==> src/assert_macros.svh <==
// assertion macros shared by the servo move profile rtl
// clocked on clk, disabled while rst_n is low; both names must exist in the user scope
`ifndef ASSERT_MACROS_SVH
`define ASSERT_MACROS_SVH

// same-cycle implication
`define ASSERT_IMPLY(name, cond, prop) \
    name: assert property (@(posedge clk) disable iff (!rst_n) (cond) |-> (prop)) \
        else $error("assertion failed");

// next-cycle implication
`define ASSERT_NEXT(name, cond, prop) \
    name: assert property (@(posedge clk) disable iff (!rst_n) (cond) |=> (prop)) \
        else $error("assertion failed");

`endif

==> src/ssmp_pkg.sv <==
// shared widths, codes, reset values and types for the servo move profile
// no dependencies; imported by the top level
package ssmp_pkg;

    // parameter defaults
    localparam int DUR_BITS_DEF  = 16;
    localparam int FRAC_BITS_DEF = 16;

    // field widths
    localparam int POS_W      = 8;
    localparam int PH_W       = 3;
    localparam int RATIO_W    = 9;
    localparam int SLACK_W    = 10;
    localparam int DUR_IN_W   = 16;
    localparam int CFG_IDX_W  = 3;
    localparam int CFG_DATA_W = 10;

    // phase codes as seen on the result
    typedef logic [PH_W-1:0] phase_t;
    localparam phase_t PH_IDLE   = 3'd0;
    localparam phase_t PH_SLACK  = 3'd1;
    localparam phase_t PH_ACCEL  = 3'd2;
    localparam phase_t PH_DECEL  = 3'd3;
    localparam phase_t PH_RETURN = 3'd4;

    // op codes
    localparam logic OP_TICK  = 1'b0;
    localparam logic OP_START = 1'b1;

    // configuration register indexes
    localparam logic [CFG_IDX_W-1:0] REG_HOLD         = 3'd0;
    localparam logic [CFG_IDX_W-1:0] REG_UP_TENSION   = 3'd1;
    localparam logic [CFG_IDX_W-1:0] REG_DOWN_TENSION = 3'd2;
    localparam logic [CFG_IDX_W-1:0] REG_ACCEL_RATIO  = 3'd3;
    localparam logic [CFG_IDX_W-1:0] REG_SLACK_HOLD   = 3'd4;

    // configuration reset values
    localparam logic [POS_W-1:0]   HOLD_RST     = 8'd90;
    localparam logic [POS_W-1:0]   UP_TEN_RST   = 8'd71;
    localparam logic [POS_W-1:0]   DOWN_TEN_RST = 8'd119;
    localparam logic [RATIO_W-1:0] RATIO_RST    = 9'd128;
    localparam logic [SLACK_W-1:0] SLACK_RST    = 10'd50;

    // ratio of one in Q1.8
    localparam logic [RATIO_W-1:0] RATIO_ONE = 9'd256;

    // one result item
    typedef struct packed {
        logic [POS_W-1:0] pos;
        phase_t           phase;
        logic             busy;
        logic             done;
        logic             rej;
    } result_t;

endpackage

==> src/ssmp_div.sv <==
// bit-serial restoring divider, one quotient bit per cycle, num < den assumed
// gives floor(num * 2^QUO_W / den); no package dependency
module ssmp_div #(
    parameter int NUM_W = 16,
    parameter int QUO_W = 16
) (
    input  logic             clk,
    input  logic             rst_n,
    input  logic             start,
    input  logic [NUM_W-1:0] num,
    input  logic [NUM_W-1:0] den,
    output logic             done,
    output logic [QUO_W-1:0] quot
);

    localparam int CNT_W = $clog2(QUO_W + 1);

    logic [NUM_W-1:0] rem_reg;
    logic [NUM_W-1:0] den_reg;
    logic [QUO_W-1:0] quot_reg;
    logic [CNT_W-1:0] cnt_reg;
    logic             run_reg;
    logic             done_reg;

    logic [NUM_W:0] shifted;
    logic [NUM_W:0] trial;
    logic           fits;

    // one trial subtraction per cycle
    always_comb
    begin
        shifted = {rem_reg, 1'b0};
        trial   = shifted - {1'b0, den_reg};
        fits    = shifted >= {1'b0, den_reg};
    end

    // iteration registers
    always_ff @(posedge clk or negedge rst_n)
    begin
        if (!rst_n)
        begin
            rem_reg  <= '0;
            den_reg  <= '0;
            quot_reg <= '0;
            cnt_reg  <= '0;
            run_reg  <= 1'b0;
            done_reg <= 1'b0;
        end
        else if (start)
        begin
            rem_reg  <= num;
            den_reg  <= den;
            quot_reg <= '0;
            cnt_reg  <= CNT_W'(QUO_W);
            run_reg  <= 1'b1;
            done_reg <= 1'b0;
        end
        else if (run_reg)
        begin
            rem_reg  <= fits ? trial[NUM_W-1:0] : shifted[NUM_W-1:0];
            quot_reg <= {quot_reg[QUO_W-2:0], fits};
            cnt_reg  <= cnt_reg - CNT_W'(1);
            if (cnt_reg == CNT_W'(1))
            begin
                run_reg  <= 1'b0;
                done_reg <= 1'b1;
            end
        end
        else
        begin
            done_reg <= 1'b0;
        end
    end

    assign done = done_reg;
    assign quot = quot_reg;

endmodule

==> src/ssmp_mul.sv <==
// bit-serial shift-add multiplier, one multiplier bit per cycle, lsb first
// after k steps prod = (a * b[k-1:0]) << (B_W - k) + (b >> k); no package dependency
module ssmp_mul #(
    parameter int A_W = 18,
    parameter int B_W = 16
) (
    input  logic                      clk,
    input  logic                      rst_n,
    input  logic                      start,
    input  logic [A_W-1:0]            a,
    input  logic [B_W-1:0]            b,
    input  logic [$clog2(B_W+1)-1:0]  steps,
    output logic                      done,
    output logic [A_W+B_W-1:0]        prod
);

    localparam int CNT_W = $clog2(B_W + 1);

    logic [A_W+B_W-1:0] acc_reg;
    logic [A_W-1:0]     a_reg;
    logic [CNT_W-1:0]   cnt_reg;
    logic               run_reg;
    logic               done_reg;

    logic [A_W:0]       sum;

    // conditional add into the upper half
    always_comb
    begin
        sum = {1'b0, acc_reg[A_W+B_W-1:B_W]} + (acc_reg[0] ? {1'b0, a_reg} : '0);
    end

    // accumulator and step count
    always_ff @(posedge clk or negedge rst_n)
    begin
        if (!rst_n)
        begin
            acc_reg  <= '0;
            a_reg    <= '0;
            cnt_reg  <= '0;
            run_reg  <= 1'b0;
            done_reg <= 1'b0;
        end
        else if (start)
        begin
            acc_reg  <= {{A_W{1'b0}}, b};
            a_reg    <= a;
            cnt_reg  <= steps;
            run_reg  <= 1'b1;
            done_reg <= 1'b0;
        end
        else if (run_reg)
        begin
            acc_reg <= {sum, acc_reg[B_W-1:1]};
            cnt_reg <= cnt_reg - CNT_W'(1);
            if (cnt_reg == CNT_W'(1))
            begin
                run_reg  <= 1'b0;
                done_reg <= 1'b1;
            end
        end
        else
        begin
            done_reg <= 1'b0;
        end
    end

    assign done = done_reg;
    assign prod = acc_reg;

endmodule

==> src/smoothstep_servo_move_profile.sv <==
// top level of the smoothstep servo move profile: phase sequencing and ramp datapath
// uses ssmp_pkg, ssmp_div, ssmp_mul and assert_macros.svh
//
//  channel | handshake                  | payload
//  --------+----------------------------+-------------------------------------------
//  in      | in_valid / in_stall        | op, target_position, total_duration_ms
//  out     | out_valid / out_stall      | position, phase, busy_res, done_res,
//          |                            | start_rejected
//  cfg     | cfg_wr_en                  | cfg_index, cfg_wdata
//
// a start, slack, return or idle item is written to the result register at its transfer
// a ramp item goes through a serial divide for the progress,
// then three passes through the one shared serial multiplier (square, ease, scale)
// one item at a time: in_stall is high from transfer until the result is loaded into the output register
// the output register frees the input side while a result waits behind out_stall
// rst_n clears the move state and restores the register defaults; no clearing pass
`include "assert_macros.svh"

module smoothstep_servo_move_profile #(
    parameter int DURATION_BITS = ssmp_pkg::DUR_BITS_DEF,
    parameter int FRAC_BITS     = ssmp_pkg::FRAC_BITS_DEF
) (
    input  logic                             clk,
    input  logic                             rst_n,
    // input channel
    input  logic                             in_valid,
    output logic                             in_stall,
    input  logic                             op,
    input  logic [ssmp_pkg::POS_W-1:0]       target_position,
    input  logic [ssmp_pkg::DUR_IN_W-1:0]    total_duration_ms,
    // output channel
    output logic                             out_valid,
    input  logic                             out_stall,
    output logic [ssmp_pkg::POS_W-1:0]       position,
    output logic [ssmp_pkg::PH_W-1:0]        phase,
    output logic                             busy_res,
    output logic                             done_res,
    output logic                             start_rejected,
    // configuration
    input  logic                             cfg_wr_en,
    input  logic [ssmp_pkg::CFG_IDX_W-1:0]   cfg_index,
    input  logic [ssmp_pkg::CFG_DATA_W-1:0]  cfg_wdata
);

    import ssmp_pkg::*;

    localparam int DB     = DURATION_BITS;
    localparam int F      = FRAC_BITS;
    localparam int CW     = (DB > SLACK_W) ? DB : SLACK_W;
    localparam int AW     = F + 2;
    localparam int PW     = AW + F;
    localparam int MCNT_W = $clog2(F + 1);
    localparam int SCALE_STEPS = POS_W;

    typedef enum logic [2:0] {
        S_IDLE,
        S_DIV,
        S_SQ,
        S_EASE,
        S_SCALE,
        S_OUT
    } state_t;

    // configuration registers
    logic [POS_W-1:0]   hold_reg;
    logic [POS_W-1:0]   up_ten_reg;
    logic [POS_W-1:0]   down_ten_reg;
    logic [RATIO_W-1:0] ratio_reg;
    logic [SLACK_W-1:0] slack_reg;

    // move state
    state_t             state_reg;
    phase_t             move_phase_reg;
    logic [DB-1:0]      elapsed_reg;
    logic [DB-1:0]      accel_reg;
    logic [DB-1:0]      decel_reg;
    logic [POS_W-1:0]   target_reg;
    logic [POS_W-1:0]   tension_reg;

    // ramp datapath
    logic [POS_W-1:0]   from_reg;
    logic [POS_W-1:0]   dmag_reg;
    logic               dneg_reg;
    logic [F-1:0]       p_reg;
    result_t            res_reg;
    result_t            out_res_reg;
    logic               out_valid_reg;

    // item decode
    logic [DB-1:0]         dur_in;
    logic [RATIO_W-1:0]    r_sat;
    logic [DB+RATIO_W-1:0] scale_prod;
    logic [DB-1:0]         accel_new;
    logic [DB-1:0]         decel_new;
    logic [POS_W-1:0]      tension_new;
    logic                  start_ok;
    logic                  slack_live;
    logic                  reach_accel;
    logic [DB-1:0]         e_accel;
    logic                  accel_live;
    logic                  reach_decel;
    logic [DB-1:0]         e_decel;
    logic                  decel_live;
    logic                  ret_live;
    logic                  ramp_go;
    logic [DB-1:0]         ramp_e;
    logic [DB-1:0]         ramp_n;
    logic [POS_W-1:0]      ramp_from;
    logic [POS_W-1:0]      ramp_to;
    logic                  in_xfer;

    // shared units
    logic                  div_start;
    logic                  div_done;
    logic [F-1:0]          div_quot;
    logic                  mul_start;
    logic [AW-1:0]         mul_a;
    logic [F-1:0]          mul_b;
    logic [MCNT_W-1:0]     mul_steps;
    logic                  mul_done;
    logic [PW-1:0]         mul_prod;
    logic [AW-1:0]         m_val;
    logic [POS_W-1:0]      scale_mag;
    logic                  scale_frac;
    logic [POS_W-1:0]      pos_calc;

    // configuration writes
    always_ff @(posedge clk or negedge rst_n)
    begin
        if (!rst_n)
        begin
            hold_reg     <= HOLD_RST;
            up_ten_reg   <= UP_TEN_RST;
            down_ten_reg <= DOWN_TEN_RST;
            ratio_reg    <= RATIO_RST;
            slack_reg    <= SLACK_RST;
        end
        else if (cfg_wr_en)
        begin
            unique case (cfg_index)
                REG_HOLD:         hold_reg     <= cfg_wdata[POS_W-1:0];
                REG_UP_TENSION:   up_ten_reg   <= cfg_wdata[POS_W-1:0];
                REG_DOWN_TENSION: down_ten_reg <= cfg_wdata[POS_W-1:0];
                REG_ACCEL_RATIO:  ratio_reg    <= cfg_wdata[RATIO_W-1:0];
                REG_SLACK_HOLD:   slack_reg    <= cfg_wdata[SLACK_W-1:0];
                default:          ;
            endcase
        end
    end

    // phase walk for the item at the input, zero-length phases fall through
    always_comb
    begin
        dur_in      = DB'(total_duration_ms);
        r_sat       = (ratio_reg > RATIO_ONE) ? RATIO_ONE : ratio_reg;
        scale_prod  = (DB+RATIO_W)'(dur_in) * (DB+RATIO_W)'(r_sat);
        accel_new   = scale_prod[DB+7:8];
        decel_new   = dur_in - accel_new;
        tension_new = (target_position < hold_reg) ? up_ten_reg : down_ten_reg;

        start_ok    = (op == OP_START) && (move_phase_reg == PH_IDLE);
        slack_live  = (move_phase_reg == PH_SLACK) && (CW'(elapsed_reg) < CW'(slack_reg));
        reach_accel = (move_phase_reg == PH_ACCEL) ||
                      ((move_phase_reg == PH_SLACK) && !slack_live);
        e_accel     = (move_phase_reg == PH_ACCEL) ? elapsed_reg : '0;
        accel_live  = reach_accel && (e_accel < accel_reg);
        reach_decel = (move_phase_reg == PH_DECEL) || (reach_accel && !accel_live);
        e_decel     = (move_phase_reg == PH_DECEL) ? elapsed_reg : '0;
        decel_live  = reach_decel && (e_decel < decel_reg);
        ret_live    = (move_phase_reg == PH_RETURN) || (reach_decel && !decel_live);

        ramp_go     = accel_live || decel_live;
        ramp_e      = accel_live ? e_accel : e_decel;
        ramp_n      = accel_live ? accel_reg : decel_reg;
        ramp_from   = accel_live ? tension_reg : target_reg;
        ramp_to     = accel_live ? target_reg : tension_reg;
    end

    assign in_xfer   = in_valid && !in_stall;
    assign div_start = in_xfer && !start_ok && ramp_go;

    // progress p = floor(e * 2^F / n)
    ssmp_div #(
        .NUM_W (DB),
        .QUO_W (F)
    ) u_div (
        .clk   (clk),
        .rst_n (rst_n),
        .start (div_start),
        .num   (ramp_e),
        .den   (ramp_n),
        .done  (div_done),
        .quot  (div_quot)
    );

    // multiplier operand select per pass
    always_comb
    begin
        m_val     = (AW'(3) << F) - AW'({p_reg, 1'b0});
        mul_start = 1'b0;
        mul_a     = '0;
        mul_b     = '0;
        mul_steps = MCNT_W'(F);
        case (state_reg)
            S_DIV:
            begin
                mul_start = div_done;
                mul_a     = AW'(div_quot);
                mul_b     = div_quot;
            end
            S_SQ:
            begin
                mul_start = mul_done;
                mul_a     = m_val;
                mul_b     = mul_prod[2*F-1:F];
            end
            S_EASE:
            begin
                mul_start = mul_done;
                mul_a     = AW'(mul_prod[2*F-1:F]);
                mul_b     = F'(dmag_reg);
                mul_steps = MCNT_W'(SCALE_STEPS);
            end
            default:
            begin
                mul_start = 1'b0;
            end
        endcase
    end

    ssmp_mul #(
        .A_W (AW),
        .B_W (F)
    ) u_mul (
        .clk   (clk),
        .rst_n (rst_n),
        .start (mul_start),
        .a     (mul_a),
        .b     (mul_b),
        .steps (mul_steps),
        .done  (mul_done),
        .prod  (mul_prod)
    );

    // final position with floor toward minus infinity on a falling ramp
    always_comb
    begin
        scale_mag  = mul_prod[2*F-1 -: POS_W];
        scale_frac = |mul_prod[2*F-POS_W-1:0];
        if (dneg_reg)
        begin
            pos_calc = from_reg - scale_mag - POS_W'(scale_frac);
        end
        else
        begin
            pos_calc = from_reg + scale_mag;
        end
    end

    // sequencer, move state and result registers
    always_ff @(posedge clk or negedge rst_n)
    begin
        if (!rst_n)
        begin
            state_reg      <= S_IDLE;
            move_phase_reg <= PH_IDLE;
            elapsed_reg    <= '0;
            accel_reg      <= '0;
            decel_reg      <= '0;
            target_reg     <= '0;
            tension_reg    <= '0;
            from_reg       <= '0;
            dmag_reg       <= '0;
            dneg_reg       <= 1'b0;
            p_reg          <= '0;
            res_reg        <= '0;
            out_res_reg    <= '0;
            out_valid_reg  <= 1'b0;
        end
        else
        begin
            // output register: load a finished item or empty on a transfer
            if ((state_reg == S_OUT) && (!out_valid_reg || !out_stall))
            begin
                out_res_reg   <= res_reg;
                out_valid_reg <= 1'b1;
            end
            else if (out_valid_reg && !out_stall)
            begin
                out_valid_reg <= 1'b0;
            end

            unique case (state_reg)
                S_IDLE:
                begin
                    if (in_valid)
                    begin
                        state_reg   <= (!start_ok && !slack_live && ramp_go) ? S_DIV : S_OUT;
                        res_reg.rej <= (op == OP_START) && !start_ok;
                        if (start_ok)
                        begin
                            target_reg     <= target_position;
                            tension_reg    <= tension_new;
                            accel_reg      <= accel_new;
                            decel_reg      <= decel_new;
                            move_phase_reg <= PH_SLACK;
                            elapsed_reg    <= DB'(1);
                            res_reg.pos    <= tension_new;
                            res_reg.phase  <= PH_SLACK;
                            res_reg.busy   <= 1'b1;
                            res_reg.done   <= 1'b0;
                        end
                        else
                        begin
                            if (slack_live)
                            begin
                                elapsed_reg   <= elapsed_reg + DB'(1);
                                res_reg.pos   <= tension_reg;
                                res_reg.phase <= PH_SLACK;
                                res_reg.busy  <= 1'b1;
                                res_reg.done  <= 1'b0;
                            end
                            else if (ramp_go)
                            begin
                                move_phase_reg <= accel_live ? PH_ACCEL : PH_DECEL;
                                elapsed_reg    <= ramp_e + DB'(1);
                                from_reg       <= ramp_from;
                                dneg_reg       <= ramp_to < ramp_from;
                                dmag_reg       <= (ramp_to < ramp_from) ?
                                                  ramp_from - ramp_to : ramp_to - ramp_from;
                                res_reg.phase  <= accel_live ? PH_ACCEL : PH_DECEL;
                                res_reg.busy   <= 1'b1;
                                res_reg.done   <= 1'b0;
                            end
                            else if (ret_live)
                            begin
                                move_phase_reg <= PH_IDLE;
                                elapsed_reg    <= '0;
                                res_reg.pos    <= hold_reg;
                                res_reg.phase  <= PH_RETURN;
                                res_reg.busy   <= 1'b1;
                                res_reg.done   <= 1'b1;
                            end
                            else
                            begin
                                move_phase_reg <= PH_IDLE;
                                res_reg.pos    <= hold_reg;
                                res_reg.phase  <= PH_IDLE;
                                res_reg.busy   <= 1'b0;
                                res_reg.done   <= 1'b0;
                            end
                        end
                    end
                end
                S_DIV:
                begin
                    if (div_done)
                    begin
                        p_reg     <= div_quot;
                        state_reg <= S_SQ;
                    end
                end
                S_SQ:
                begin
                    if (mul_done)
                    begin
                        state_reg <= S_EASE;
                    end
                end
                S_EASE:
                begin
                    if (mul_done)
                    begin
                        state_reg <= S_SCALE;
                    end
                end
                S_SCALE:
                begin
                    if (mul_done)
                    begin
                        res_reg.pos <= pos_calc;
                        state_reg   <= S_OUT;
                    end
                end
                S_OUT:
                begin
                    if (!out_valid_reg || !out_stall)
                    begin
                        state_reg <= S_IDLE;
                    end
                end
                default:
                begin
                    state_reg <= S_IDLE;
                end
            endcase
        end
    end

    // ports
    assign in_stall       = (state_reg != S_IDLE);
    assign out_valid      = out_valid_reg;
    assign position       = out_res_reg.pos;
    assign phase          = out_res_reg.phase;
    assign busy_res       = out_res_reg.busy;
    assign done_res       = out_res_reg.done;
    assign start_rejected = out_res_reg.rej;

    // checks
    `ASSERT_NEXT(a_busy_after_xfer, in_valid && !in_stall, in_stall)
    `ASSERT_IMPLY(a_done_on_return, out_valid && done_res, busy_res && (phase == PH_RETURN))
    `ASSERT_IMPLY(a_reject_when_busy, out_valid && start_rejected, busy_res)

endmodule

==> config.mk <==
export PLATFORM = sky130hd
export DESIGN_NAME = smoothstep_servo_move_profile
export DESIGN_NICKNAME = d
export VERILOG_FILES = /design/src/ssmp_pkg.sv /design/src/ssmp_div.sv /design/src/ssmp_mul.sv /design/src/smoothstep_servo_move_profile.sv
export VERILOG_INCLUDE_DIRS = /design/src /design/src/src
export SDC_FILE = /design/constraint.sdc
export NUM_CORES = 1
export LEC_CHECK = 0
export BUFFER_PORTS_ARGS = -buffer_cell sky130_fd_sc_hd__buf_2
export CAP_MARGIN = 20
export CORE_MARGIN = 2
export CORE_UTILIZATION = 60
export CTS_BUF_LIST = sky130_fd_sc_hd__clkbuf_4 sky130_fd_sc_hd__clkbuf_8
export CTS_CLUSTER_DIAMETER = 150
export CTS_CLUSTER_SIZE = 25
export DETAILED_ROUTE_END_ITERATION = 10
export PLACE_DENSITY = 0.82
export SYNTH_ARGS = -nofsm -noshare
export SYNTH_HDL_FRONTEND = slang
export SYNTH_SLANG_ARGS = --single-unit
==> constraint.sdc <==
create_clock -name clk -period 19.7 [get_ports clk]
set_clock_uncertainty 0.2 [all_clocks]
set_input_delay 2.955 -clock clk [delete_from_list [all_inputs] [get_ports clk]]
set_output_delay 2.955 -clock clk [all_outputs]
set_load 0.01 [all_outputs]
==> metrics.md <==
| Metric | Value |
|---|---|
| Die height | `197.8 um` |
| Post-Route WL | `54280 um` |
| VDD IR-drop max | `0.1282 mV` |
| First-pass GRT wire length | `90720 um` |
| Crit path to | `decel_reg[13]` |
| Chip width | `197.8 um` |
| Hold buffer count at CTS | `0` |
| Io pins | `59` |
| Residual DRC | `0` |
| Flop2flop setup slack | `11.75 ns` |
| Post-CTS Resized | `0` |
| Largest register FFs | `34` |
| Delay-heaviest family, CP | `adder cells` |
| Slew headroom | `0.3174` |
| Largest net degree at the start of global routing | `86` |
| Metal2 WL | `24830 um` |
| Post-route setup slack | `10.58 ns` |
| Reg2Reg Depth | `27` |
| Nets | `2806` |
| Max-cap violations | `0` |
| Clock tree sinks | `286` |
| CP Buf/Inv Count | `4` |
| Fmax | `0.1096 GHz` |
| Register area | `7179 um2` |
| Tmin final | `9.124 ns` |
| WP depth | `27` |
| Worst Path Arrival | `9.40 ns` |
| Total gr overflow | `0` |
| Area of the multi-input gates | `14040 um2` |
| Synthesized flop and latch total | `286` |
| CTS max path bufs | `3` |
| Vias in the first global route | `18100` |
| Via count | `18210` |
| Gr usage total | `0.2858` |
| Unrepaired setup endpoints after global routing | `no` |
| Crit Path Category | `primary input to register` |
| Setup crit end kind | `register` |
| Row Count | `70` |
| Post-synth cell types | `86` |
| Post-CTS setup repair buffer count | `0` |
| Startpoint types | `primary input` |
| R2r startpoint | `ratio_reg[8]` |
| Critical-path top delay cell | `fa_1` |
| Worst Path Required | `19.97 ns` |
| Avg Inst Size Synth | `8.957 um2` |
| Initial antenna violation count | `2` |
| Via/cell ratio | `6.131` |
| Fin util | `0.6379` |
| Setup WS pre-CTS | `10.01 ns` |
| Post-synthesis sequential area ratio | `0.3187` |
| Leak | `11.37 nW` |
| PortBufs | `58` |
| CTS Root Cell | `clkbuf_8` |
| Share of layout cells above drive strength 1 | `0.09796` |
| Fin. Hold Viols | `0` |
| Met3 wire len | `3740 um` |
| Global placement routability congestion | `0.9073` |
| Metal-1 WL | `24190 um` |
| CORE AREA | `36790 um2` |
| Ys Warns | `0` |
| Async set-reset flop share out of synthesis | `1.000` |
| Total power | `2.440 mW` |
| Filler cells | `3081` |
| WL per Instance | `18.28 um` |
| Worst min path class | `register to register` |
| Initial core utilization | `0.6124` |
| Iteration-0 DRC Markers | `1398` |
| Pin slew with the least headroom to its limit | `1.015 ns` |
| DRT antenna net count | `0` |
| Max incr delay on CP | `0.55 ns` |
| PwrDens | `104.0 nW/um2` |
| Most frequent cell on the critical path | `fa_1` |
| Finish-stage setup viols | `0` |
| DP HPWL | `40890 um` |
| Clock-pin slew on the worst setup and hold paths | `0.15 ns` |
| Number of synthesized flops with an enable pin | `0` |
| Slew Viols, Final | `0` |
| Top FF cell, synth | `dfrtp_1` |
| Max Used Layer | `met4` |
| Worst flop-to-flop path endpoint | `decel_reg[13]` |
| Syn Inst Count | `2515` |
| CTS H-tree lvls | `1` |
| Mapped Nets | `2823` |
| Insertion delay to the later sink of the worst-skew pair | `0.57 ns` |
| CTS Buf Count | `15` |
| Period utilisation layout | `0.4631` |
| Mapped Area | `22530 um2` |
| Max FO, Critical Path | `15` |
| Worst Setup SP | `total_duration_ms[5]` |
| Die area | `39110 um2` |
| Drt first pass iters | `8` |
| Setup TNS | `0 ns` |
| CTS tree | `yes` |
| Status | `finished, final reports clean` |
| Area Overhead vs Synth | `4.160%` |
## cell usage after synthesis (6+ instances only)
cell	number	area, um2
a211oi_1	13	97.59
a21boi_0	11	82.58
a21o_1	40	300.3
a21oi_1	118	590.6
a221oi_1	13	113.9
a222oi_1	10	100.1
a22oi_1	14	105.1
a31oi_1	20	125.1
and2_1	124	775.7
and3_1	27	168.9
buf_1	19	71.32
clkbuf_1	97	364.1
dfrtp_1	268	6706
dfstp_2	18	473.0
fa_1	103	2062
ha_1	162	2027
inv_1	234	878.3
maj3_1	8	80.08
mux2_2	93	1047
mux2i_1	62	620.6
nand2_1	296	1111
nand2b_1	20	125.1
nand3_1	27	135.1
nand3b_1	6	45.04
nand4_1	20	125.1
nor2_1	151	566.8
nor2b_1	30	187.7
nor3_1	42	210.2
nor4_1	15	93.84
o211ai_1	8	60.06
o21a_1	17	127.6
o21ai_0	186	930.9
o21bai_1	12	90.09
o22ai_1	12	75.07
o31ai_1	19	142.6
or3_1	9	56.30
or4_1	7	52.55
xnor2_1	71	621.9
xor2_1	20	175.2
## stage by stage
| step | instance area, um2 | hold WS, ns | std cells |
|---|---|---|---|
| after global routing | 23460 | 0.3167 | 2970 |
| after global placement | 23160 | 0.2561 | 2942 |
| after detailed placement | 23170 | 0.2664 | 2944 |
| final | 23460 | 0.2947 | 2970 |
| after floorplan | 22530 | 0.2409 | 2515 |
| after CTS | 23420 | 0.2987 | 2964 |
## how the worst min path moves through the flow
| stage | from | to | slack (ns) | depth (start not counted) |
|---|---|---|---|---|
| 3_5_place_dp | u_mul.a_reg[15] | u_mul.a_reg[15] | 0.27 | 2 |
| 3_3_place_gp | u_mul.a_reg[10] | u_mul.a_reg[10] | 0.26 | 2 |
| 4_1_cts | u_mul.a_reg[15] | u_mul.a_reg[15] | 0.30 | 2 |
| 6_report | u_mul.a_reg[15] | u_mul.a_reg[15] | 0.29 | 2 |
| 5_1_grt | u_mul.a_reg[15] | u_mul.a_reg[15] | 0.32 | 2 |
| 2_1_floorplan | u_mul.a_reg[4] | u_mul.a_reg[4] | 0.24 | 2 |
## logic make-up after synthesis
| kind of cell | count (synthesis) | share of synthesized area |
|---|---|---|
| AND/OR/NAND/NOR | 799 | 0.1715 |
| AO/OA/AOI/OAI | 554 | 0.1552 |
| buffers and inverters | 357 | 0.06010 |
| flip-flops | 286 | 0.3187 |
| adder cells (fa/ha/maj) | 273 | 0.1851 |
| multiplexers | 155 | 0.07404 |
| XOR/XNOR | 91 | 0.03538 |
## power by group
| part | total (mW) | internal (mW) | switching (mW) |
|---|---|---|---|
| clock | 0.266 | 0.0811 | 0.185 |
| combinational | 1.55 | 0.677 | 0.874 |
| sequential | 0.624 | 0.612 | 0.0121 |
| total | 2.44 | 1.37 | 1.07 |
## cell usage in the layout (no fill, tap or decap), types with 19 or more instances in the layout
cell	synthesis	layout
nand4_1	20	20
ha_1	162	162
mux2i_1	62	62
xor2_1	20	20
nand2b_1	20	20
fa_1	103	103
nand2_1	296	295
o31ai_1	19	19
nor2_1	151	150
and3_1	27	27
nand3_1	27	27
and2_1	124	124
a21o_1	40	40
a21oi_1	118	117
o21ai_0	186	186
a31oi_1	20	20
nor3_1	42	41
buf_2	2	57
xnor2_1	71	71
nor2b_1	30	30
dfrtp_1	268	268
buf_4	1	28
mux2_2	93	93
inv_1	234	234
## layer usage
layer  vias up  GRT usage
li1       8560          -
met1      8892     0.4053
met2       644     0.4605
met3       112    0.03747
met4         0    0.08577
met5         -          0
## layout make-up
| cell class | count | area share |
|---|---|---|
| Antenna cell | 1 | 0.0001066 |
| Multi-Input combinational cell | 1872 | 0.5985 |
| Tap cell | 468 | 0.02496 |
| Clock buffer | 19 | 0.01008 |
| Inverter | 237 | 0.03791 |
| Clock inverter | 1 | 0.0006932 |
| Timing Repair Buffer | 86 | 0.02176 |
| Sequential cell | 286 | 0.3060 |
## worst reg2reg max path: stages (launching register included)
cell	delay (ns)
dfrtp_1	0.95
nor2b_1	0.26
buf_4	0.27
and2_1	0.19
fa_1	0.49
fa_1	0.52
fa_1	0.55
inv_1	0.06
fa_1	0.53
inv_1	0.04
ha_1	0.34
a21oi_1	0.27
nand2_1	0.07
nand3b_1	0.21
a31o_2	0.28
a21o_1	0.18
xnor2_1	0.21
ha_1	0.32
and2_1	0.24
nand3_1	0.11
a2bb2oi_1	0.07
a21oi_1	0.13
nand4b_1	0.12
maj3_1	0.44
a21bo_2	0.24
o21a_1	0.19
o21a_1	0.17
o31ai_1	0.24
Note: power is estimated with default switching activity, not from simulation.
